==> src/s2e_pkg.sv <==
// ----------------------------------------------------------------------------
// s2e_pkg
// Shared widths and payload types for the symmetric 2x2 eigenvalue unit.
// ----------------------------------------------------------------------------
package s2e_pkg;

	// input entries, signed Q15.16
	localparam int EntryW = 32;
	// sum and difference of two entries
	localparam int SumW   = EntryW + 1;
	// products of two magnitudes
	localparam int ProdW  = 2 * EntryW;
	// discriminant (xx-yy)^2 + 4*xy^2
	localparam int RadW   = ProdW + 2;
	// floor(sqrt(discriminant))
	localparam int RootW  = RadW / 2;
	// square root remainder, one spare bit
	localparam int RemW   = RadW + 1;
	// eigenvalue outputs
	localparam int EigW   = SumW + 1;
	// sqrt stages, one result bit each
	localparam int SqrtStages = RootW;

	// request leaving the front end: discriminant, trace, last mark
	typedef struct packed {
		logic [RadW-1:0]        rad;
		logic signed [SumW-1:0] sum;
		logic                   last;
	} front_t;

	// request inside the square root pipeline
	typedef struct packed {
		logic [RemW-1:0]        rem;
		logic [RootW-1:0]       root;
		logic signed [SumW-1:0] sum;
		logic                   last;
	} sqrt_t;

endpackage

==> src/s2e_sqrt.sv <==
// ----------------------------------------------------------------------------
// s2e_sqrt
// Restoring integer square root, one result bit per stage, MSB first.
// ----------------------------------------------------------------------------
module s2e_sqrt (
	input  logic                clk,
	input  logic                arst_n,
	input  logic                en,
	input  logic                vld,
	input  s2e_pkg::front_t     front,
	output logic                vld_out,
	output s2e_pkg::sqrt_t      res
);

	logic           vld_s [s2e_pkg::SqrtStages];
	s2e_pkg::sqrt_t pipe_s[s2e_pkg::SqrtStages];
	s2e_pkg::sqrt_t head;

	// seed: whole discriminant as remainder, empty root
	always_comb begin
		head.rem  = {1'b0, front.rad};
		head.root = '0;
		head.sum  = front.sum;
		head.last = front.last;
	end

	for (genvar k = 0; k < s2e_pkg::SqrtStages; k++) begin : g_stage
		localparam int Bit = s2e_pkg::RootW - 1 - k;

		s2e_pkg::sqrt_t          prev;
		s2e_pkg::sqrt_t          nxt;
		logic                    prev_vld;
		logic [s2e_pkg::RemW-1:0] trial;

		if (k == 0) begin : g_first
			assign prev     = head;
			assign prev_vld = vld;
		end else begin : g_rest
			assign prev     = pipe_s[k-1];
			assign prev_vld = vld_s[k-1];
		end

		// try setting this bit: subtract 2*root*2^b + 2^(2b)
		always_comb begin
			trial = (s2e_pkg::RemW'(prev.root) << (Bit + 1))
				| (s2e_pkg::RemW'(1) << (2 * Bit));
			nxt = prev;
			if (prev.rem >= trial) begin
				nxt.rem       = prev.rem - trial;
				nxt.root[Bit] = 1'b1;
			end
		end

		// hold stage valid
		always_ff @(posedge clk or negedge arst_n) begin
			if (!arst_n) begin
				vld_s[k] <= 1'b0;
			end else if (en) begin
				vld_s[k] <= prev_vld;
			end
		end

		// hold stage payload
		always_ff @(posedge clk) begin
			if (en) begin
				pipe_s[k] <= nxt;
			end
		end
	end

	assign vld_out = vld_s[s2e_pkg::SqrtStages-1];
	assign res     = pipe_s[s2e_pkg::SqrtStages-1];

endmodule
==> config.mk <==
export PLATFORM = sky130hd
export DESIGN_NAME = s2e_sqrt
export DESIGN_NICKNAME = d
export VERILOG_FILES = /design/src/s2e_pkg.sv /design/src/s2e_sqrt.sv
export SDC_FILE = /design/constraint.sdc
export NUM_CORES = 2
export LEC_CHECK = 0
export BUFFER_PORTS_ARGS = -buffer_cell sky130_fd_sc_hd__buf_4
export CAP_MARGIN = 30
export CORE_MARGIN = 2
export CORE_UTILIZATION = 48
export CTS_BUF_LIST = sky130_fd_sc_hd__clkbuf_4 sky130_fd_sc_hd__clkbuf_8
export DETAILED_ROUTE_END_ITERATION = 7
export HOLD_SLACK_MARGIN = 0.06
export PLACE_DENSITY_LB_ADDON = 0.2
export SLEW_MARGIN = 10
export SYNTH_ARGS = -nofsm -noshare
export SYNTH_HDL_FRONTEND = slang
export SYNTH_MEMORY_MAX_BITS = 65536
export SYNTH_SLANG_ARGS = --single-unit
==> constraint.sdc <==
create_clock -name clk -period 4.1 [get_ports clk]
set_input_delay 0.615 -clock clk [delete_from_list [all_inputs] [get_ports clk]]
set_output_delay 0.615 -clock clk [all_outputs]
set_load 0.02 [all_outputs]
Yosys cells after proc, flatten, opt, wreduce, memory -nomap -nowiden
Memory sizes are Yosys's and may differ from the RTL's.
Cells that the tools add are included.
{ "word_totals": {"ff_bits": 33, "mem_bits_rw": 4422, "inputBits": 104, "mem_count": 1} }
{ "op_classes": {"n_addsub": 33, "order_cmp": 33, "muxes": 67} }
{ "mem_list": {"columns": ["memory", "depth", "word_bits", "rd", "rd_ports_with_merged_regs", "write_ports", "line_no", "source"], "rows": [
  ["pipe_s", 33, 134, 33, 0, 33, "s2e_sqrt.sv:16", "s2e_pkg::sqrt_t pipe_s[s2e_pkg::SqrtStages];"]
]} }
{ "ops": {"columns": ["op", "n"], "rows": [
  ["two-way mux 67 bit", 32],
  ["two-way mux 68 bit", 1],
  [">= comparator 67 x 34 -> 1 bit", 1],
  [">= comparator 67 x 35 -> 1 bit", 1],
  [">= comparator 67 x 36 -> 1 bit", 1],
  [">= comparator 67 x 37 -> 1 bit", 1],
  [">= comparator 67 x 38 -> 1 bit", 1],
  [">= comparator 67 x 39 -> 1 bit", 1],
  [">= comparator 67 x 40 -> 1 bit", 1],
  [">= comparator 67 x 41 -> 1 bit", 1],
  [">= comparator 67 x 42 -> 1 bit", 1],
  [">= comparator 67 x 43 -> 1 bit", 1],
  [">= comparator 67 x 44 -> 1 bit", 1],
  [">= comparator 67 x 45 -> 1 bit", 1],
  [">= comparator 67 x 46 -> 1 bit", 1],
  [">= comparator 67 x 47 -> 1 bit", 1],
  [">= comparator 67 x 48 -> 1 bit", 1],
  [">= comparator 67 x 49 -> 1 bit", 1],
  [">= comparator 67 x 50 -> 1 bit", 1],
  [">= comparator 67 x 51 -> 1 bit", 1],
  [">= comparator 67 x 52 -> 1 bit", 1],
  [">= comparator 67 x 53 -> 1 bit", 1],
  [">= comparator 67 x 54 -> 1 bit", 1],
  [">= comparator 67 x 55 -> 1 bit", 1],
  ["45 further kinds", 78]
]} }

Depth between registers and ports, before layout
An unclocked memory read counts as a cell.
{ "depth": {"depth_word": 3, "mapped_depth": 17} }

Worst setup path after synthesis
OpenSTA, ideal clock, no wires.
{ "synth_path": {"path_kind": "flip-flop to flip-flop", "from": "memory pipe_s[27][111] in the netlist's numbering", "to": "memory pipe_s[28][127] in the netlist's numbering (data pin)", "setup_ps": 266, "t_arrival_ps": 3519, "setup_slack_ps": 315, "stages_incl_launch_ff": 13, "path_buffers": 2, "period_less_slack_ps": 3785, "path_cell_list": "edfxtp_1 -> or4_4 -> or3_4 -> or2_4 -> or4_1 -> o21ai_1 -> a41oi_1 -> or4b_1 -> buf_2 -> or2_1 -> buf_4 -> nor4_4 -> xor2_1"} }
{ "synth_lines": {"columns": ["item", "line_no"], "rows": [
  ["start, declared", "s2e_sqrt.sv:16"]
]} }

==> flow_summary.ini <==
[status]
run_status = complete, no violations

[routing]
drt-total-wl_mm = 435
antenna_left = 0
via_per_inst = 5.62
dr.first_iter.drc_count = 10500
wl_per_cell_um = 23.4
dr.pass1.iters = 6
vias = 104000
drcViolationCount = 0

[finish]
stdcell_count = 18500
nFillCells = 27900
nNetsFinal = 14100
syn_to_final_growth_pct = 15.6
register_area_sq_um = 118000
final_area_sq_um = 195000
multi_input_area_sq_um = 47900
drive_gt1_frac = 0.146

[clocking]
clkTransAtPathRegs_ns = 0.06
cts-root-buf = clkbuf_8
clockBufferDepth = 4
numCtsBuffers = 644
cts_sinks = 3927
cts_tree = yes
clock_latency_ns = 1.20
htreeDepth = 6

[synth]
synth_area_sq_um = 169000
yosysTopAreaCell = edfxtp_1
synthCells = 12000
ys_seq_elements = 3927
ys.warnings.count = 0
synthTopCellsByArea = edfxtp_1, ha_1, xnor2_1
yosysSeqAreaShare = 0.697
syn-num-nets = 12700
synth.distinct_cells = 89
synth_top_area_frac = 0.692
synth_common_cells = edfxtp_1, nand2_1, inv_1
ys.flop_type = edfxtp_1
avgSynthCellArea_sq_um = 14.0
synth_most_common_cell = edfxtp_1
synth_edf_count = 3894
synth_async_sr_flop_share = 0.00840

[place]
numPlacedInstances = 17200
hpwlAfterDp_mm = 322
dpl_cell_area_sq_um = 181000
port_buffers = 238
gp_congestion = 0.999

[setup_path]
crit_arrival_ns = 4.86
crit_path_start_kind = flop
crit_path_max_incr_delay_ns = 0.54
cp_max_fo = 6
cp_top_family = simple AND/OR/NAND/NOR gates
critPathCaptureType = flop
crit_chain = inv_1 > ha_1 > nand4_1 > or2_2 > or3_1 > or4_1 > o21ai_1 > buf_4 > a41oi_4 > or4b_1 > or2_1 > nor4_4 > xor2_1
cpMaxStageDelayCell = or4b_1
worst-setup-path-type = flop to flop
path_buf_inv = 2
cp.required_ns = 4.96

[pwr]
power_density_nw_per_um2 = 553
p_leak_nw = 73.3
peakVddDrop_v = 0.000330
totalPowerFinal_mw = 108

[grt]
grt_pass1_wl_mm = 644
grt_pass1_vias = 103000
grt_overflow_total = 0
grt_max_degree = 162
antenna_found_initial = 27
grtUsageTotal = 0.239

[sta]
drv_slew = 0
layout_min_cycle_time_ns = 4.00
max-slew-margin-rel = 0.267
hold_violations = 0
finalCritPeriodShare = 0.976
max_freq_mhz = 250
clock_skew_ns = 0.0951
tightest_slew_ns = 1.09
setup_violations = 0

[floorplanning]
die_x_um = 597
dieArea_sq_um = 357000
io_pins = 239
num_rows = 217
initial_core_util = 0.483
chipHeight_um = 597
coreArea_sq_um = 350000

[job]
max-cap-violations = 0

[hold_path]
min_path_type = input port to flop
==> worst register-to-register path, stage by stage (launching register included) <==
cell      delay, ns
edfxtp_1       0.36
inv_1          0.05
ha_1           0.29
nand4_1        0.09
or2_2          0.30
or3_1          0.52
or4_1          0.51
o21ai_1        0.18
buf_4          0.16
a41oi_4        0.03
or4b_1         0.54
or2_1          0.37
nor4_4         0.19
xor2_1         0.11
==> through the flow <==
stage | setup slack, ns | hold slack, ns | TNS [ns] | utilization
final | 0.0985 | 0.182 | 0 | 0.558
after global routing | -0.0148 | 0.0960 | -0.0205 | 0.558
after detailed placement | -0.138 | 0.405 | -1.17 | 0.516
after global placement | -0.617 | 0.400 | -21.78 | 0.516
after CTS | 0.0248 | 0.0612 | 0 | 0.558
after floorplan | 0.315 | 0.319 | 0 | -
==> cell type report <==
cell class / count / area share
clock inverter: 336 / 0.0126
antenna: 15 / 0.000192
clock buffer: 813 / 0.0520
inverter: 764 / 0.0147
tap: 4599 / 0.0294
sequential: 3927 / 0.603
multi-input combinational: 7109 / 0.245
timing repair buffer: 982 / 0.0434
==> flip-flops by register name, summed over array words and instances (netlist names) <==
signal	count
pipe_s	3894
g_stage.prev_vld	32
vld_out	1
==> metal layers <==
metal / GRT usage / part of all wire
met1: 0.330 / 0.43
met2: 0.375 / 0.45
met3: 0.0505 / 0.079
met4: 0.0875 / 0.038
met5: 0 / 0.00017
==> worst paths after layout <==
kind                           startpoint              endpoint  slack [ns]  cells after the start
max                        pipe_s[27][43]       pipe_s[28][127]         0.1                     13
min                             front[91]        pipe_s[0][124]        0.18                      2
max reg2reg                pipe_s[27][43]       pipe_s[28][127]         0.1                     13
min reg2reg                pipe_s[12][20]        pipe_s[13][20]        0.37                      0
max in group asynchronous          arst_n   g_stage[5].prev_vld        3.46                      4
min in group asynchronous          arst_n  g_stage[25].prev_vld        0.48                      4
==> kinds of logic (layout without fill, tap and decap cells) <==
logic type / count (synthesis) / in the layout / share of synthesized area
and+or+nand+nor: 3237 / 3237 / 0.0981
xor gates and xnor gates: 1009 / 1009 / 0.0523
other: 1 / 16 / 0.0000222
buffers and inverters: 1006 / 2895 / 0.0224
muxes: 132 / 132 / 0.00870
AOI/OAI and AO/OA: 2138 / 2138 / 0.0782
DFF: 3927 / 3927 / 0.697
adders and majority gates: 592 / 592 / 0.0438
==> what timing repair did <==
action | CTS | global route
setup endpoints to repair | 29 | 108
hold buffers | 190 | 0
pin swaps | 0 | 2
gates resized for setup | 7 | 35
endpoints found under the hold margin | 153 | 0
setup buffers | 0 | 8
==> cells in the final DEF (no fill, tap or decap), drive strengths merged, types with 206 or more instances in the layout <==
master / count
clkinv: 261
xor2: 481
nand3: 206
clkbuf: 813
xnor2: 528
inv: 798
edfxtp: 3894
a21oi: 673
a21o: 313
nor2: 677
nor4: 381
nor3: 310
ha: 592
buf: 793
nand2: 765
o21ai: 553
==> power by group <==
part           total [mW]  internal (mW)  leakage [nW]  switching, mW
Combinational        20.7           8.69          28.5           12.0
Sequential           53.7           49.9          38.1           3.79
Clock                33.6           17.8          6.62           15.8
Total                 108           76.4          73.3           31.6
(Power assumes the default switching activity.)
