$ cat config.mk
export PLATFORM = sky130hd
export DESIGN_NAME = s2e_front
export DESIGN_NICKNAME = d
export VERILOG_FILES = /design/src/s2e_pkg.sv /design/src/s2e_front.sv
export SDC_FILE = /design/constraint.sdc
export NUM_CORES = 2
export LEC_CHECK = 0
export BUFFER_PORTS_ARGS = -buffer_cell sky130_fd_sc_hd__clkbuf_2
export CAP_MARGIN = 10
export CORE_UTILIZATION = 50
export CTS_CLUSTER_DIAMETER = 200
export CTS_CLUSTER_SIZE = 20
export DETAILED_ROUTE_END_ITERATION = 8
export PLACE_DENSITY = 0.62
export SYNTH_ARGS = -nofsm -noshare
export SYNTH_HDL_FRONTEND = slang
export SYNTH_SLANG_ARGS = --single-unit
$ cat constraint.sdc
create_clock -name clk -period 21 [get_ports clk]
set_clock_uncertainty 0.15 [all_clocks]
set_input_delay 0 -clock clk [delete_from_list [all_inputs] [get_ports clk]]
set_output_delay 0 -clock clk [all_outputs]
set_load 0.05 [all_outputs]
$ cat src/s2e_pkg.sv
// ----------------------------------------------------------------------------
// s2e_pkg
// Shared widths and payload types for the symmetric 2x2 eigenvalue unit.
// ----------------------------------------------------------------------------
package s2e_pkg;

	// input entries, signed Q15.16
	localparam int EntryW = 32;
	// sum and difference of two entries
	localparam int SumW   = EntryW + 1;
	// products of two magnitudes
	localparam int ProdW  = 2 * EntryW;
	// discriminant (xx-yy)^2 + 4*xy^2
	localparam int RadW   = ProdW + 2;
	// floor(sqrt(discriminant))
	localparam int RootW  = RadW / 2;
	// square root remainder, one spare bit
	localparam int RemW   = RadW + 1;
	// eigenvalue outputs
	localparam int EigW   = SumW + 1;
	// sqrt stages, one result bit each
	localparam int SqrtStages = RootW;

	// request leaving the front end: discriminant, trace, last mark
	typedef struct packed {
		logic [RadW-1:0]        rad;
		logic signed [SumW-1:0] sum;
		logic                   last;
	} front_t;

	// request inside the square root pipeline
	typedef struct packed {
		logic [RemW-1:0]        rem;
		logic [RootW-1:0]       root;
		logic signed [SumW-1:0] sum;
		logic                   last;
	} sqrt_t;

endpackage

$ cat src/s2e_front.sv
// ----------------------------------------------------------------------------
// s2e_front
// Four stages: trace and difference, magnitudes, squares, discriminant sum.
// ----------------------------------------------------------------------------
module s2e_front (
	input  logic                                 clk,
	input  logic                                 arst_n,
	input  logic                                 en,
	input  logic                                 vld,
	input  logic signed [s2e_pkg::EntryW-1:0]    entry_xx,
	input  logic signed [s2e_pkg::EntryW-1:0]    entry_xy,
	input  logic signed [s2e_pkg::EntryW-1:0]    entry_yy,
	input  logic                                 last_in,
	output logic                                 vld_out,
	output s2e_pkg::front_t                      front
);

	logic                                 vld_s1, vld_s2, vld_s3, vld_s4;
	logic signed [s2e_pkg::SumW-1:0]      diff_s1, sum_s1, sum_s2, sum_s3, sum_s4;
	logic signed [s2e_pkg::EntryW-1:0]    xy_s1;
	logic                                 last_s1, last_s2, last_s3, last_s4;
	logic [s2e_pkg::EntryW-1:0]           ad_s2, ac_s2;
	logic [s2e_pkg::ProdW-1:0]            dsq_s3;
	logic [s2e_pkg::ProdW-2:0]            csq_s3;
	logic [s2e_pkg::RadW-1:0]             rad_s4;

	logic signed [s2e_pkg::SumW-1:0]      xx_ext, yy_ext;
	logic [s2e_pkg::SumW-1:0]             diff_neg;
	logic [s2e_pkg::ProdW-1:0]            dsq, csq;

	// widen entries by sign
	assign xx_ext   = {entry_xx[s2e_pkg::EntryW-1], entry_xx};
	assign yy_ext   = {entry_yy[s2e_pkg::EntryW-1], entry_yy};
	assign diff_neg = -diff_s1;
	assign dsq      = ad_s2 * ad_s2;
	assign csq      = ac_s2 * ac_s2;

	// advance valid bits
	always_ff @(posedge clk or negedge arst_n) begin
		if (!arst_n) begin
			vld_s1 <= 1'b0;
			vld_s2 <= 1'b0;
			vld_s3 <= 1'b0;
			vld_s4 <= 1'b0;
		end else if (en) begin
			vld_s1 <= vld;
			vld_s2 <= vld_s1;
			vld_s3 <= vld_s2;
			vld_s4 <= vld_s3;
		end
	end

	// advance payload
	always_ff @(posedge clk) begin
		if (en) begin
			// trace and difference
			diff_s1 <= xx_ext - yy_ext;
			sum_s1  <= xx_ext + yy_ext;
			xy_s1   <= entry_xy;
			last_s1 <= last_in;
			// magnitudes; |xx-yy| stays below 2^32
			ad_s2   <= diff_s1[s2e_pkg::SumW-1] ? diff_neg[s2e_pkg::EntryW-1:0]
				: diff_s1[s2e_pkg::EntryW-1:0];
			ac_s2   <= xy_s1[s2e_pkg::EntryW-1]
				? (~xy_s1 + s2e_pkg::EntryW'(1)) : xy_s1;
			sum_s2  <= sum_s1;
			last_s2 <= last_s1;
			// squares
			dsq_s3  <= dsq;
			csq_s3  <= csq[s2e_pkg::ProdW-2:0];
			sum_s3  <= sum_s2;
			last_s3 <= last_s2;
			// discriminant
			rad_s4  <= {2'b00, dsq_s3} + {1'b0, csq_s3, 2'b00};
			sum_s4  <= sum_s3;
			last_s4 <= last_s3;
		end
	end

	assign vld_out    = vld_s4;
	assign front.rad  = rad_s4;
	assign front.sum  = sum_s4;
	assign front.last = last_s4;

endmodule

Word-level counts from Yosys, hierarchy flattened
Index checks and enable logic that the tools add are counted.
{ "totals": {"word_cells": 30, "input_bits": 101, "regBits": 462} }
{ "classes": {"add_sub_neg": 5, "multipliers": 2, "n_mux": 2, "n_bitwise": 1} }
{ "op_table": {"columns": ["op", "n"], "rows": [
  ["adder 64 x 65 -> 66 bit", 1],
  ["multiplier 32 x 32 -> 64 bit", 1],
  ["multiplier 32 x 32 -> 63 bit", 1],
  ["adder 32 x 32 -> 33 bit", 1],
  ["subtractor 32 x 32 -> 33 bit", 1],
  ["adder 32 x 2 -> 32 bit, second input constant", 1],
  ["two-way mux 32 bit", 1],
  ["negator 32 bit", 1],
  ["NOT 32 bit", 1],
  ["two-way mux 31 bit", 1]
]} }

Logic depth before layout (Yosys ltp)
{ "logic_depth": {"ltp_word": 3, "depth_mapped": 30} }

Least setup slack after synthesis
No wires, ideal clock.
{ "synth_path": {"kind": "register to register", "start": "register ac_s2[14] in the netlist's numbering", "end": "register csq_s3[60] in the netlist's numbering, data pin", "path_slack_ps": 13028, "n_path_buf": 3, "t_arrival_ps": 7551, "stages_incl_launch_ff": 27, "synth_period_minus_slack_ps": 7972, "required_time_ps": 20579, "cell_sequence": "edfxtp_1 -> clkbuf_1 -> clkbuf_1 -> nand2_1 -> fa_1 -> inv_1 -> ha_1 -> a31o_2 -> fa_1 -> inv_1 -> fa_1 -> inv_1 -> fa_1 -> fa_1 -> fa_1 -> fa_1 -> ha_1 -> clkbuf_1 -> nand3_1 -> or3_1 -> a31oi_1 -> a31oi_1 -> o31ai_1 -> a31oi_1 -> o21ba_2 -> a221oi_1 -> xor2_1"} }
{ "synth_between": {"elab_chain_len": 1} }
{ "synth_lines": {"columns": ["item", "line_no", "text"], "rows": [
  ["from (decl)", "s2e_front.sv:22", "logic [s2e_pkg::EntryW-1:0] ad_s2, ac_s2;"],
  ["from (signal assigned)", "s2e_front.sv:64", "ac_s2 <= xy_s1[s2e_pkg::EntryW-1]"],
  ["multiplier 32 x 32 -> 63 bit", "s2e_front.sv:36", "assign csq = ac_s2 * ac_s2;"],
  ["via csq (one bit)", "s2e_front.sv:29", "logic [s2e_pkg::ProdW-1:0] dsq, csq;"],
  ["to (signal assigned)", "s2e_front.sv:70", "csq_s3 <= csq[s2e_pkg::ProdW-2:0];"],
  ["to (decl)", "s2e_front.sv:24", "logic [s2e_pkg::ProdW-2:0] csq_s3;"]
]} }
The timed path passes the listed nets, and every way through them passes these cells.
A chain may end at the register's enable or synchronous reset.

Final worst setup path
{ "layout_path": {"start": "register ad_s2[8] in the netlist's numbering", "end": "register dsq_s3[60] in the netlist's numbering, data pin"} }
{ "layout_between": {"elab_chain_len": 1} }
{ "layout_lines": {"columns": ["item", "line_no", "text"], "rows": [
  ["from (decl)", "s2e_front.sv:22", null],
  ["from (signal assigned)", "s2e_front.sv:62", "ad_s2 <= diff_s1[s2e_pkg::SumW-1] ? diff_neg[s2e_pkg::EntryW-1:0]"],
  ["multiplier 32 x 32 -> 64 bit", "s2e_front.sv:35", "assign dsq = ad_s2 * ad_s2;"],
  ["via dsq (one bit)", "s2e_front.sv:29", null],
  ["to (signal assigned)", "s2e_front.sv:69", "dsq_s3 <= dsq;"],
  ["to (decl)", "s2e_front.sv:23", "logic [s2e_pkg::ProdW-1:0] dsq_s3;"]
]} }
The timed path passes the listed nets, and every way through them passes these cells.

==> results by group <==
Critical path
  – Crit Path Class: flop to flop
  – Crit path DAT: 9.80 ns
  – CP Max Fanout: 29
  – Crit-path most repeated cell: fa_1
  – Worst setup EP type: flop
  – Largest delay share family, worst path: adder cells
  – Critical Path RT: 21.27 ns
  – Slowest CP cell: a211oi_1
  – Critical Path Start Type: flop
  – Crit-path max cell delay: 0.81 ns
  – Bufs and invs on worst path: 6

CTS
  – Setup Buffers After CTS: 0
  – Num CTS Buffers: 27
  – H-tree depth: 1
  – Clock Tree Buf Depth: 3
  – Clk pin slew, worst setup/hold paths: 0.09 ns
  – Clk root buf: clkbuf_16
  – Clock insertion delay at the later pin of the skew report: 0.66 ns
  – Clk sinks: 455
  – TritonCTS clock tree: done

Layout
  – Multi-input combinational cell area: 57860 um^2
  – # fillers: 14.14k
  – Core Util, Final: 0.5423
  – Non-Filler Cell Area, Final: 86090 um^2
  – FF/Latch Area: 13640 um^2
  – NumNets Final: 10.60k
  – Ratio of cells with drive above 1 in the final layout: 0.04482
  – Area delta synth->final: 7.372%

Placed design
  – GPL Wtd Cong: 0.9254
  – DPL Wire Length: 158000 um
  – Cell Area, Placed: 83210 um^2
  – Port bufs: 200

Floorplan
  – Rows: 146
  – Core ar.: 158700 um^2
  – Initial Util: 0.5051
  – IO Pins: 202
  – Die Span Y: 402.4 um
  – Die width: 402.4 um
  – Die footprint: 162000 um^2

Drt
  – DR pass1 iterations: 6
  – Vias: 55.15k
  – Drt initial violations: 3599
  – Detailed Route WL: 201400 um
  – Residual DRC: 0
  – Vias/cell: 5.362
  – Drt wl/cell: 19.59 um
  – Remaining antenna violation count after routing: 0

STA
  – Endpoints failing setup: 0
  – RSZ-0062 raised after global routing: no
  – Worst relative slew slack: 0.2252
  – Crit share post-route: 0.4540
  – Final max-slew violation count: 0
  – Hold Slack: 0.05466 ns
  – Hold Violations, Final: 0
  – Setup_tns: 0 ns
  – Worst-margin pin slew: 1.133 ns
  – F_max: 104.9 MHz
  – Tmin final: 9.535 ns

Global route
  – GRT Resource Usage Total: 0.2575
  – Vias in the first global route: 60.35k
  – Total congestion overflow: 0
  – First-pass GRT wire length: 327100 um
  – Largest net degree at the start of global routing: 135
  – Initial antenna violation count: 4

Min path
  – Hold crit path type: input port to asynchronous set/reset pin

Synth
  – Top post-synthesis cells by area: fa_1 (40%), edfxtp_1 (17%), ha_1 (11%), inv_1 (9.4%), and2_1 (3.6%)
  – Unique masters post-synth: 75
  – Post-synth ARST share: 0.008791
  – Largest area contributor in the netlist: fa_1
  – Synth warn: 0
  – Synth Cell Area: 80180 um^2
  – Flip-flop and latch count after synthesis: 455
  – Post-synth top flop: edfxtp_1
  – Mapped Cells: 7980
  – Avg Cell Area, Syn: 10.05 um^2
  – Register area share after synthesis: 0.1702
  – Post-synth top area share: 0.3965
  – EDFF count, synth: 451

Run status
  – Outcome: completed

Flow run
  – Max Cap Viol: 0
## cell usage in the layout, fill, tap and decap left out, types with 21 or more instances in the layout
master            n
clkbuf_2        199
o21ai_0         165
nand2_1         638
fa_1           1588
edfxtp_1        451
and2_1          466
ha_1            711
and3_1           29
nor2b_1          36
nor3_1           43
inv_1          2010
o21bai_1         58
nor2_1          230
a211oi_1         28
nand3_1          55
clkbuf_16        27
o31ai_1          33
a21o_1          118
dlygate4sd3_1   210
xor2_1          137
buf_4            74
nand2b_1         21
a31o_2           25
a21oi_1         260
xnor2_1         230
o21a_1           32
nand4_1          49
a31oi_1          39
## state kept, by name, summed over array words and instances, names as in the netlist, 32 cells and up
name,flops
csq_s3,62
diff_s1,33
sum_s4,32
dsq_s3,63
ac_s2,32
sum_s2,32
xy_s1,32
sum_s1,32
ad_s2,32
rad_s4,65
sum_s3,32
## worst paths after layout
check	cells after the start	slack, ns	endpoint	startpoint
min in group clk	4	0.05	diff_s1[22]	entry_xx[22]
min	3	0.05	vld_s2	arst_n
min reg2reg	0	0.27	sum_s3[6]	sum_s2[6]
max in group asynchronous	3	20.46	vld_s1	arst_n
max reg2reg	26	11.47	dsq_s3[60]	ad_s2[8]
max	26	11.47	dsq_s3[60]	ad_s2[8]
## final cells by class
type,count,area share
Antenna cell,2,0.00005814
Timing Repair Buffer,484,0.04261
Multi-Input combinational cell,5216,0.6720
Clock buffer,39,0.008371
Clock inverter,4,0.0005959
Inverter,2012,0.08773
Tap cell,2072,0.03011
Sequential cell,455,0.1585
## cells by family (layout without fill, tap and decap cells)
family	count (synthesis)	in the layout	share of synthesized area
buffers and inverters	2311	2539	0.1083
adder cells (fa/ha/maj)	2299	2299	0.5075
AND/OR/NAND/NOR	1653	1653	0.1013
AO/OA/AOI/OAI	883	883	0.07110
flip-flops	455	455	0.1702
XOR/XNOR	367	367	0.04009
multiplexers	11	11	0.001467
other	1	5	0.00004677
## cell usage after synthesis, types with 19 or more instances
cell         n
fa_1      1588
o21ai_0    165
edfxtp_1   451
nor3_1      43
and2_1     466
xnor2_1    230
o21bai_1    58
a21o_1     118
a211oi_1    28
clkbuf_1   290
o21a_1      32
a31o_2      25
nand3_1     55
inv_1     2010
nor2_1     230
o31ai_1     33
and3_1      29
a31oi_1     39
ha_1       711
xor2_1     137
nand2_1    638
nand2b_1    21
nor2b_1     36
a21oi_1    260
or4_1       19
nand4_1     49
## timing repair
item / CTS / global route
hold buffers: 210 / 0
endpoints found under the hold margin: 235 / 0
gates resized for setup: 0 / 0
## tightest hold or removal path, delay by kind of cell
family | cells | cell delay [ns]
buffers and inverters | 3 | 1.24
## metrics by stage
step	cells	setup WS, ns
after floorplan	7982	13.03
after global placement	10030	12.02
after detailed placement	10030	11.87
after CTS	10280	11.85
after global routing	10280	11.15
final	10280	11.47
## routing by layer
metal,share of wire,vias up,track usage,wire [um]
met1,0.43,28310,0.3566,86880
met5,0,-,0,0
met3,0.062,290,0.03656,12500
met2,0.48,1591,0.4276,96550
met4,0.027,0,0.06314,5482
li1,-,24950,-,-
Power is left out: the tool's default activity adds up to more than one toggle a clock period on the data nets, which glitch-free logic cannot reach.
